===== src/rtl/bcdb_pkg.sv =====
// bcdb_pkg: shared widths, debounce constants and event codes for the
// button/card debounce and LED blinker block
// no dependencies

package bcdb_pkg;

    // field widths
    localparam int TIME_W     = 32;
    localparam int INTERVAL_W = 16;
    localparam int HIST_W     = 16;
    localparam int EVENT_W    = 2;

    // scan period in ms: histories shift when more than this has passed
    localparam logic [TIME_W-1:0] SCAN_PERIOD = TIME_W'(7);

    // history patterns
    localparam logic [HIST_W-1:0] HIST_ALL_ONES  = 16'hFFFF;
    localparam logic [HIST_W-1:0] HIST_ALL_ZEROS = 16'h0000;
    localparam logic [HIST_W-1:0] PRESS_PATTERN  = 16'h000F;
    localparam logic [HIST_W-1:0] PRESS_MASK     = 16'hF00F;

    // card event codes
    typedef enum logic [EVENT_W-1:0] {
        CARD_NONE     = 2'd0,
        CARD_INSERTED = 2'd1,
        CARD_REMOVED  = 2'd2
    } card_event_t;

endpackage


===== src/rtl/bcdb_channels.sv =====
// bcdb_poll_if and bcdb_result_if: valid/ready channels for poll items and
// result items
// depends on bcdb_pkg

interface bcdb_poll_if;
    logic                         valid;
    logic                         ready;
    logic [bcdb_pkg::TIME_W-1:0]  now_ms;
    logic                         button_level;
    logic                         card_detect_level;

    modport source (output valid, now_ms, button_level, card_detect_level, input ready);
    modport sink   (input valid, now_ms, button_level, card_detect_level, output ready);
endinterface

interface bcdb_result_if;
    logic                          valid;
    logic                          ready;
    logic                          led_on;
    logic                          button_press;
    logic [bcdb_pkg::EVENT_W-1:0]  card_event;
    logic                          card_present;

    modport source (output valid, led_on, button_press, card_event, card_present,
                    input ready);
    modport sink   (input valid, led_on, button_press, card_event, card_present,
                    output ready);
endinterface


===== src/rtl/button_card_debounce_blinker.sv =====
// button_card_debounce_blinker: polled button/card-detect debouncer with LED blinker
// depends on bcdb_pkg and the channel interfaces in bcdb_channels.sv

// One poll item is accepted per clock cycle while the result side keeps up. The poll
// is captured in an input register, then the debounce, scan and blink update runs
// against the state registers and lands in the result register, which offers it.
// Throughput is set by that single update stage; the only stall comes from the result
// side holding ready low, and even then the input register takes one more item while
// the result waits. The user must write blink_interval through cfg_we/cfg_wdata only
// while no item is in flight; the block itself does not enforce this.

module button_card_debounce_blinker (
    input  logic                              clk,
    input  logic                              rst_n,
    bcdb_poll_if.sink                         poll,
    bcdb_result_if.source                     result,
    input  logic                              cfg_we,
    input  logic [bcdb_pkg::INTERVAL_W-1:0]   cfg_wdata
);

    // input stage
    logic                          s1_valid_reg;
    logic [bcdb_pkg::TIME_W-1:0]   s1_now_reg;
    logic                          s1_btn_reg;
    logic                          s1_cd_reg;

    // block state
    logic [bcdb_pkg::INTERVAL_W-1:0] blink_interval_reg;
    logic [bcdb_pkg::TIME_W-1:0]     last_scan_reg;
    logic [bcdb_pkg::TIME_W-1:0]     last_toggle_reg;
    logic [bcdb_pkg::HIST_W-1:0]     btn_hist_reg;
    logic [bcdb_pkg::HIST_W-1:0]     card_hist_reg;
    logic                            held_reg;
    logic                            card_seen_reg;
    logic                            led_reg;

    // result register
    logic                          out_valid_reg;
    logic                          out_press_reg;
    bcdb_pkg::card_event_t         out_event_reg;

    // next values
    logic [bcdb_pkg::TIME_W-1:0]   toggle_delta;
    logic [bcdb_pkg::TIME_W-1:0]   scan_delta;
    logic                          toggle;
    logic                          scan;
    logic                          led_next;
    logic                          held_next;
    logic [bcdb_pkg::HIST_W-1:0]   btn_hist_next;
    logic [bcdb_pkg::HIST_W-1:0]   card_hist_next;
    logic                          card_seen_next;
    logic                          press_next;
    bcdb_pkg::card_event_t         event_next;

    // handshake
    logic s2_adv;
    logic poll_acc;

    assign s2_adv   = s1_valid_reg && (!out_valid_reg || result.ready);
    assign poll.ready = !s1_valid_reg || s2_adv;
    assign poll_acc = poll.valid && poll.ready;

    // blink decision, wrapping time difference
    assign toggle_delta = s1_now_reg - last_toggle_reg;
    assign toggle = (blink_interval_reg != '0)
                    && (toggle_delta >= {{(bcdb_pkg::TIME_W - bcdb_pkg::INTERVAL_W){1'b0}},
                                          blink_interval_reg});
    assign led_next = toggle ? !led_reg : led_reg;

    // held flag from the history before this poll
    always_comb
    begin
        held_next = held_reg;
        priority if (btn_hist_reg == bcdb_pkg::HIST_ALL_ONES)
        begin
            held_next = 1'b1;
        end
        else if (btn_hist_reg == bcdb_pkg::HIST_ALL_ZEROS)
        begin
            held_next = 1'b0;
        end
    end

    // scan: shift histories, detect press and card changes
    assign scan_delta = s1_now_reg - last_scan_reg;
    assign scan = scan_delta > bcdb_pkg::SCAN_PERIOD;

    always_comb
    begin
        btn_hist_next  = btn_hist_reg;
        card_hist_next = card_hist_reg;
        card_seen_next = card_seen_reg;
        press_next     = 1'b0;
        event_next     = bcdb_pkg::CARD_NONE;
        if (scan)
        begin
            btn_hist_next  = {btn_hist_reg[bcdb_pkg::HIST_W-2:0], s1_btn_reg};
            card_hist_next = {card_hist_reg[bcdb_pkg::HIST_W-2:0], !s1_cd_reg};
            press_next = !held_next
                         && ((btn_hist_next & bcdb_pkg::PRESS_MASK) == bcdb_pkg::PRESS_PATTERN);
            priority if (!card_seen_reg && card_hist_next == bcdb_pkg::HIST_ALL_ONES)
            begin
                card_seen_next = 1'b1;
                event_next     = bcdb_pkg::CARD_INSERTED;
            end
            else if (card_seen_reg && card_hist_next == bcdb_pkg::HIST_ALL_ZEROS)
            begin
                card_seen_next = 1'b0;
                event_next     = bcdb_pkg::CARD_REMOVED;
            end
        end
    end

    // input register
    always_ff @(posedge clk or negedge rst_n)
    begin
        if (!rst_n)
        begin
            s1_valid_reg <= 1'b0;
        end
        else if (poll.ready)
        begin
            s1_valid_reg <= poll.valid;
        end
    end

    always_ff @(posedge clk)
    begin
        if (poll_acc)
        begin
            s1_now_reg <= poll.now_ms;
            s1_btn_reg <= poll.button_level;
            s1_cd_reg  <= poll.card_detect_level;
        end
    end

    // config register
    always_ff @(posedge clk or negedge rst_n)
    begin
        if (!rst_n)
        begin
            blink_interval_reg <= '0;
        end
        else if (cfg_we)
        begin
            blink_interval_reg <= cfg_wdata;
        end
    end

    // state update and result register
    always_ff @(posedge clk or negedge rst_n)
    begin
        if (!rst_n)
        begin
            last_scan_reg   <= '0;
            last_toggle_reg <= '0;
            btn_hist_reg    <= '0;
            card_hist_reg   <= '0;
            held_reg        <= 1'b0;
            card_seen_reg   <= 1'b0;
            led_reg         <= 1'b0;
            out_valid_reg   <= 1'b0;
            out_press_reg   <= 1'b0;
            out_event_reg   <= bcdb_pkg::CARD_NONE;
        end
        else
        begin
            if (s2_adv)
            begin
                if (toggle)
                begin
                    last_toggle_reg <= s1_now_reg;
                end
                if (scan)
                begin
                    last_scan_reg <= s1_now_reg;
                end
                btn_hist_reg  <= btn_hist_next;
                card_hist_reg <= card_hist_next;
                held_reg      <= held_next;
                card_seen_reg <= card_seen_next;
                led_reg       <= led_next;
                out_press_reg <= press_next;
                out_event_reg <= event_next;
                out_valid_reg <= 1'b1;
            end
            else if (result.ready)
            begin
                out_valid_reg <= 1'b0;
            end
        end
    end

    // result channel
    assign result.valid        = out_valid_reg;
    assign result.led_on       = led_reg;
    assign result.button_press = out_press_reg;
    assign result.card_event   = out_event_reg;
    assign result.card_present = card_seen_reg;

endmodule


===== src/flat_wrapper.sv =====
// flat-port wrapper written by rule: the top's interface ports become plain ports
module button_card_debounce_blinker_flat 
  (clk, rst_n, cfg_we, cfg_wdata, poll_valid, poll_now_ms, poll_button_level, poll_card_detect_level, poll_ready, result_valid, result_led_on, result_button_press, result_card_event, result_card_present, result_ready);
  bcdb_poll_if poll_i ();
  bcdb_result_if result_i ();
  input  logic clk;
  input  logic rst_n;
  input  logic cfg_we;
  input  logic [bcdb_pkg::INTERVAL_W-1:0] cfg_wdata;
  input wire logic [$bits(poll_i.valid)-1:0] poll_valid;
  input wire logic [$bits(poll_i.now_ms)-1:0] poll_now_ms;
  input wire logic [$bits(poll_i.button_level)-1:0] poll_button_level;
  input wire logic [$bits(poll_i.card_detect_level)-1:0] poll_card_detect_level;
  output wire logic [$bits(poll_i.ready)-1:0] poll_ready;
  output wire logic [$bits(result_i.valid)-1:0] result_valid;
  output wire logic [$bits(result_i.led_on)-1:0] result_led_on;
  output wire logic [$bits(result_i.button_press)-1:0] result_button_press;
  output wire logic [$bits(result_i.card_event)-1:0] result_card_event;
  output wire logic [$bits(result_i.card_present)-1:0] result_card_present;
  input wire logic [$bits(result_i.ready)-1:0] result_ready;
  assign poll_i.valid = poll_valid;
  assign poll_i.now_ms = poll_now_ms;
  assign poll_i.button_level = poll_button_level;
  assign poll_i.card_detect_level = poll_card_detect_level;
  assign poll_ready = poll_i.ready;
  assign result_valid = result_i.valid;
  assign result_led_on = result_i.led_on;
  assign result_button_press = result_i.button_press;
  assign result_card_event = result_i.card_event;
  assign result_card_present = result_i.card_present;
  assign result_i.ready = result_ready;
  button_card_debounce_blinker u_core (.clk(clk), .rst_n(rst_n), .poll(poll_i), .result(result_i), .cfg_we(cfg_we), .cfg_wdata(cfg_wdata));
endmodule

===== config.mk =====
export PLATFORM = sky130hd
export DESIGN_NAME = button_card_debounce_blinker_flat
export DESIGN_NICKNAME = d
export VERILOG_FILES = /design/src/rtl/bcdb_pkg.sv /design/src/rtl/bcdb_channels.sv /design/src/rtl/button_card_debounce_blinker.sv /design/src/flat_wrapper.sv
export SDC_FILE = /design/constraint.sdc
export NUM_CORES = 1
export LEC_CHECK = 0
export BUFFER_PORTS_ARGS = -buffer_cell sky130_fd_sc_hd__buf_4
export CAP_MARGIN = 20
export CORE_MARGIN = 3
export CORE_UTILIZATION = 30
export CTS_CLUSTER_SIZE = 20
export DETAILED_ROUTE_END_ITERATION = 10
export GPL_TIMING_DRIVEN = 0
export SYNTH_ARGS = -nofsm -noshare
export SYNTH_HDL_FRONTEND = slang
export SYNTH_SLANG_ARGS = --single-unit
export TNS_END_PERCENT = 1

===== constraint.sdc =====
create_clock -name clk -period 10.5 [get_ports clk]
set_clock_uncertainty 0.05 [all_clocks]
set_input_delay 2.1 -clock clk [delete_from_list [all_inputs] [get_ports clk]]
set_output_delay 2.1 -clock clk [all_outputs]
set_load 0.1 [all_outputs]

==> results by group, run 1 <==
Pwr
  – Maximum VDD drop: 0.000121 V
  – Pleak: 0.00523 uW
  – PwrDens: 197 mW/mm2
  – Total power: 2350 uW

Floorplanning
  – Die width: 191 um
  – Core area: 0.0337 mm2
  – Die Area: 0.0366 mm2
  – # IOs: 62
  – Row Count: 67
  – Die H: 191 um
  – Starting Density: 0.306

Synth
  – Post-synth top area share: 0.289
  – Synth area leader: dfrtp_1
  – Mapped Nets: 1,181
  – Top cells by area, synth: dfrtp_1, edfxtp_1, ha_1
  – Synth cell count leaders: dfrtp_1, inv_1, nand2_1, ha_1, a21oi_1
  – Ys flop type: dfrtp_1
  – Count leader, synth: dfrtp_1
  – Unique cell type count in the Yosys netlist: 77
  – Synth warnings: 0
  – Cells after synthesis: 1,046
  – Number of synthesized register bits: 153
  – FFs w/ async S/R, synth: 0.778
  – Post-synth EDFFs: 34
  – Synth Cell Area: 0.0103 mm2
  – Syn_area_per_cell: 9.85 um2
  – Sequential area share after synthesis: 0.388

Cells and area
  – Layout cells sized above 1: 0.198
  – P&R area growth vs syn: 15.8%
  – Final nets: 1,263
  – ANT cells: 0

Timing
  – Unrepaired setup endpoints after global routing: no
  – Min Tclk post-route: 5.55 ns
  – Max-slew violation count: 0
  – Setup TNS Final: 0 ns
  – Max_slew headroom: 0.402
  – Final Hold Viols: 0
  – Fin crit share: 0.529
  – Achievable frequency: 180 MHz
  – # setup viols final: 0
  – Worst-Margin Slew: 0.885 ns

Critical path
  – CP required: 10.77 ns
  – Crit Path Category: register to register
  – Arr. time, crit path: 5.82 ns
  – Slowest stage delay, CP: 0.49 ns
  – Max FO, Critical Path: 10
  – CP endpoint kind: register
  – Worst path cell trace: ha_1 -> clkbuf_1 -> nand4_1 -> or3_1 -> o21ai_0 -> xor2_1 -> ha_1 -> a31oi_1 -> o221ai_1 -> a211oi_1 -> nand3_1 -> nor4bb_1 -> nand4_1 -> a2111oi_0 -> a41oi_1 -> buf_2 -> mux2_1
  – CP max-delay cell: a41oi_1
  – Crit start category: register

Global routing
  – First-pass GRT wire length: 41.9 mm
  – GRT overflow: 0
  – Gr usage total: 0.144
  – Vias in the first global route: 8,231
  – Initial antenna violation count: 0
  – Largest net degree at the start of global routing: 61

Detailed routing
  – Routed Antenna Nets: 0
  – # DRC: 0
  – DR WL/cell: 16.3 um
  – Metal2 WL: 12.3 mm
  – Top sig layer: met4
  – Drt total wl: 25.9 mm
  – Via density: 5.13
  – Initial DRT Pass Iterations: 5
  – Met3 routed WL: 851 um
  – DRT met1 WL: 12.1 mm
  – Initial DRC Count: 428
  – Via count: 8,148

CTS
  – Worst-Skew Late Latency: 0.44 ns
  – Total CTS buffers: 17
  – Clk sink count: 153
  – H-tree depth: 4
  – Reg clk slew, reported paths: 0.06 ns
  – Setup Buffers After CTS: 0
  – Clock Tree Buf Depth: 2
  – Resized Gates After CTS: 0
  – Hold bufs inserted after CTS: 0
  – Root Buffer: clkbuf_16
  – CTS tree: yes

Placed design
  – Port Buffers: 61
  – GP Congestion: 0.905
  – Detailed placer's ending HPWL: 20.2 mm

Min path
  – Hold WC Path Type: register to register

Outcome
  – Status: finished clean

Flow run
  – MaxCap Viol Count: 0
report_power, final:
group          internal, uW  switching (uW)  leakage (uW)
Sequential              730            99.4       0.00173
Combinational           405             528       0.00323
Clock                   315             271      0.000264
cells by family (layout without fill, tap and decap cells):
logic type                 after synthesis  after routing  synth area share
and+or+nand+nor                        271            271             0.133
adders and majority gates               80             80            0.0986
AOI/OAI and AO/OA                      267            267             0.169
muxes                                  104            104             0.124
xor gates and xnor gates                35             35            0.0298
buffers and inverters                  136            231            0.0567
DFF                                    153            153             0.388
worst max-delay path: cells and delay by family (launching register included):
family	cells	cell delay, ns
AO/OA/AOI/OAI	6	1.95
AND/OR/NAND/NOR	5	1.20
buffers and inverters	2	0.68
adder cells (fa/ha/maj)	2	0.58
flip-flops	1	0.47
multiplexers	1	0.34
XOR/XNOR	1	0.14
worst paths after layout:
kind                                       start  slack, ns                          to  depth (start not counted)
hold reg to reg             u_core.result.led_on       0.42        u_core.result.led_on                          1
setup / recovery           u_core.s1_now_reg[10]       4.95  u_core.last_toggle_reg[30]                         17
setup reg to reg           u_core.s1_now_reg[10]       4.95  u_core.last_toggle_reg[30]                         17
max in group asynchronous                  rst_n       8.13  u_core.last_toggle_reg[10]                          2
min in group asynchronous                  rst_n       1.58     u_core.card_hist_reg[3]                          1
hold / removal              u_core.result.led_on       0.42        u_core.result.led_on                          1
cell type report:
| cell class | instances | area [um2] |
|---|---|---|
| plain buffers | 42 | 231 |
| clock buffers | 19 | 443 |
| clock inverters | 13 | 109 |
| fillers | 3467 | 21800 |
| inverters | 94 | 353 |
| multi-input cells | 757 | 5720 |
| flip-flops and latches | 153 | 4000 |
| well taps | 448 | 561 |
| repair buffers | 63 | 517 |
per-layer routing:
metal	GRT usage	vias to the layer above
met2	0.244	164
met3	0.0238	41
met1	0.185	3949
met5	0	-
met4	0.0497	0
li1	-	3994
through the flow:
stage	cells	hold WS [ns]	worst slack [ns]	area (um2)	utilization
floorplan	1046	0.404	5.43	10300	-
global placement	1555	0.411	4.95	11300	0.336
detailed placement	1557	0.417	4.93	11400	0.338
CTS	1589	0.426	4.89	11900	0.354
global route	1589	0.463	4.44	11900	0.354
finish	1589	0.423	4.95	11900	0.354
cells in the final DEF (no fill, tap or decap), types with 11 or more instances in the layout:
cell / netlist / routed
nand2_1: 84 / 84
inv_1: 94 / 94
clkbuf_1: 18 / 19
clkbuf_16: 0 / 17
nand4_1: 28 / 28
nor4_1: 14 / 14
buf_2: 17 / 17
a31oi_1: 11 / 11
nor3_1: 18 / 18
xor2_1: 17 / 17
a21oi_1: 75 / 75
a211oi_1: 11 / 11
dfrtp_1: 119 / 119
edfxtp_1: 34 / 34
buf_4: 0 / 60
xnor2_1: 18 / 18
nor2_1: 51 / 51
a21o_1: 17 / 17
mux2_2: 59 / 59
nand3_1: 20 / 20
o21ai_0: 65 / 65
o21a_1: 13 / 13
ha_1: 78 / 78
mux2_4: 33 / 33
(Power assumes the default switching activity.)
==> run 2, diff against run 1 <==
==> constraint.sdc (replaced) <==
create_clock -name clk -period 4.5 [get_ports clk]
set_clock_uncertainty 0.05 [all_clocks]
set_input_delay 0.9 -clock clk [delete_from_list [all_inputs] [get_ports clk]]
set_output_delay 0.9 -clock clk [all_outputs]
set_load 0.1 [all_outputs]
==> results by group, run 2 (synthesis results as in run 1) <==
Global routing
  – Initial antenna violation count: 0
  – First-pass GRT wire length: 42.4 mm
  – Gr usage total: 0.145
  – Vias in the first global route: 8,298
  – Largest net degree at the start of global routing: 61
  – GRT overflow: 0

Floorplanning
  – # IOs: 62
  – Die H: 191 um
  – Row Count: 67
  – Die Area: 0.0366 mm2
  – Starting Density: 0.306
  – Core area: 0.0337 mm2
  – Die width: 191 um

Timing
  – Min Tclk post-route: 4.47 ns
  – # setup viols final: 0
  – Worst-Margin Slew: 0.676 ns
  – Unrepaired setup endpoints after global routing: yes
  – Final Hold Viols: 0
  – Fin crit share: 0.993
  – Max_slew headroom: 0.548
  – Hold WS: 0.378 ns
  – Achievable frequency: 224 MHz
  – Max-slew violation count: 0

Outcome
  – Status: finished clean

Cells and area
  – Design area: 0.0124 mm2
  – ANT cells: 0
  – Fill cells: 3,418
  – Most frequent cells in the layout: dfrtp_1, inv_1, nand2_1
  – Fin util: 0.369
  – Final nets: 1,279
  – Commonest non-fill, non-tap cell in the layout: dfrtp_1
  – Seq. cell area: 0.00400 mm2
  – Layout cells sized above 1: 0.252
  – Multi-input gate area: 0.00602 mm2
  – P&R area growth vs syn: 20.7%

Critical path
  – Crit start category: register
  – Crit Path Category: register to register
  – R2R depth: 19
  – CP required: 4.77 ns
  – Max FO, Critical Path: 6
  – CP endpoint kind: register
  – Arr. time, crit path: 4.74 ns

Pwr
  – Pleak: 0.00538 uW
  – Maximum VDD drop: 0.000282 V
  – Total power: 5650 uW
  – PwrDens: 455 mW/mm2

CTS
  – CTS tree: yes
  – H-tree depth: 4
  – Clock Tree Buf Depth: 2
  – Reg clk slew, reported paths: 0.07 ns
  – Worst-Skew Late Latency: 0.44 ns
  – Clk sink count: 153
  – Total CTS buffers: 17
  – Root Buffer: clkbuf_16

Flow run
  – MaxCap Viol Count: 0

Placed design
  – Detailed placer's ending HPWL: 20.2 mm
  – Port Buffers: 61
  – GP Congestion: 0.905
  – Area post-placement: 0.0114 mm2

Detailed routing
  – Routed Antenna Nets: 0
  – Initial DRT Pass Iterations: 5
  – Via count: 8,275
  – Drt total wl: 26.6 mm
  – DR WL/cell: 16.6 um
  – Initial DRC Count: 411
  – Via density: 5.16
  – # DRC: 0

Min path
  – Hold WC Path Type: input port to asynchronous set/reset pin
==> run 2: critical path: stages (launching register included) <==
cell and delay (ns):
edfxtp_1 0.47, ha_2 0.46, nand2_1 0.10, o21ai_1 0.22
a21oi_4 0.06, o21ai_1 0.17, xor2_1 0.19, ha_1 0.26
a211oi_1 0.23, o22ai_1 0.12, nor3_1 0.19, o21ai_1 0.13
a22oi_2 0.18, nor4bb_4 0.22, nand4_1 0.19, a2111oi_4 0.32
a41oi_2 0.16, buf_6 0.18, buf_12 0.14, mux2_4 0.29
==> run 2: cell type report <==
type | instances | share of cell area
multi-input cells | 757 | 0.484
flip-flops and latches | 153 | 0.322
repair buffers | 85 | 0.0569
well taps | 448 | 0.0451
clock buffers | 19 | 0.0356
inverters | 94 | 0.0284
plain buffers | 36 | 0.0193
clock inverters | 13 | 0.00876
==> run 2: metal layers <==
metal,vias to the layer above,GRT usage,wire length [um]
met5,-,0,0
met4,0,0.0497,640
met3,42,0.0238,801
met2,148,0.247,12900
met1,4053,0.187,12300
li1,4032,-,-
==> run 2: what timing repair did <==
action,in CTS,in global routing
resized for setup,24,49
hold buffers,0,0
buffers inserted,11,10
pin swaps,6,15
cloned,0,1
endpoints found under the setup margin,96,96
==> run 2: per-stage QoR <==
stage / cells / setup TNS, ns / worst slack [ns]
after floorplan: 1046 / 0 / 0.275
after global routing: 1605 / -8.74 / -0.256
after global placement: 1555 / -42.87 / -1.05
after detailed placement: 1557 / -48.74 / -1.07
final: 1605 / 0 / 0.0332
after CTS: 1594 / -0.0741 / -0.0236
==> run 2: worst paths after layout <==
path                            slack, ns                        start                          end
worst max-delay path                 0.03         u_core.s1_now_reg[6]   u_core.last_toggle_reg[29]
worst min-delay path                 0.38                        rst_n      u_core.card_hist_reg[3]
worst max register to register       0.03         u_core.s1_now_reg[6]   u_core.last_toggle_reg[29]
worst min register to register       0.43  u_core.result.card_event[0]  u_core.result.card_event[0]
max in group asynchronous            3.32                        rst_n   u_core.last_toggle_reg[10]
min in group clk                     0.43  u_core.result.card_event[0]  u_core.result.card_event[0]
==> run 2: power by group <==
| part | internal [uW] | leakage [uW] | switching, uW |
|---|---|---|---|
| combinational | 1050 | 0.00338 | 1300 |
| sequential | 1700 | 0.00173 | 233 |
| clock | 734 | 0.000264 | 631 |
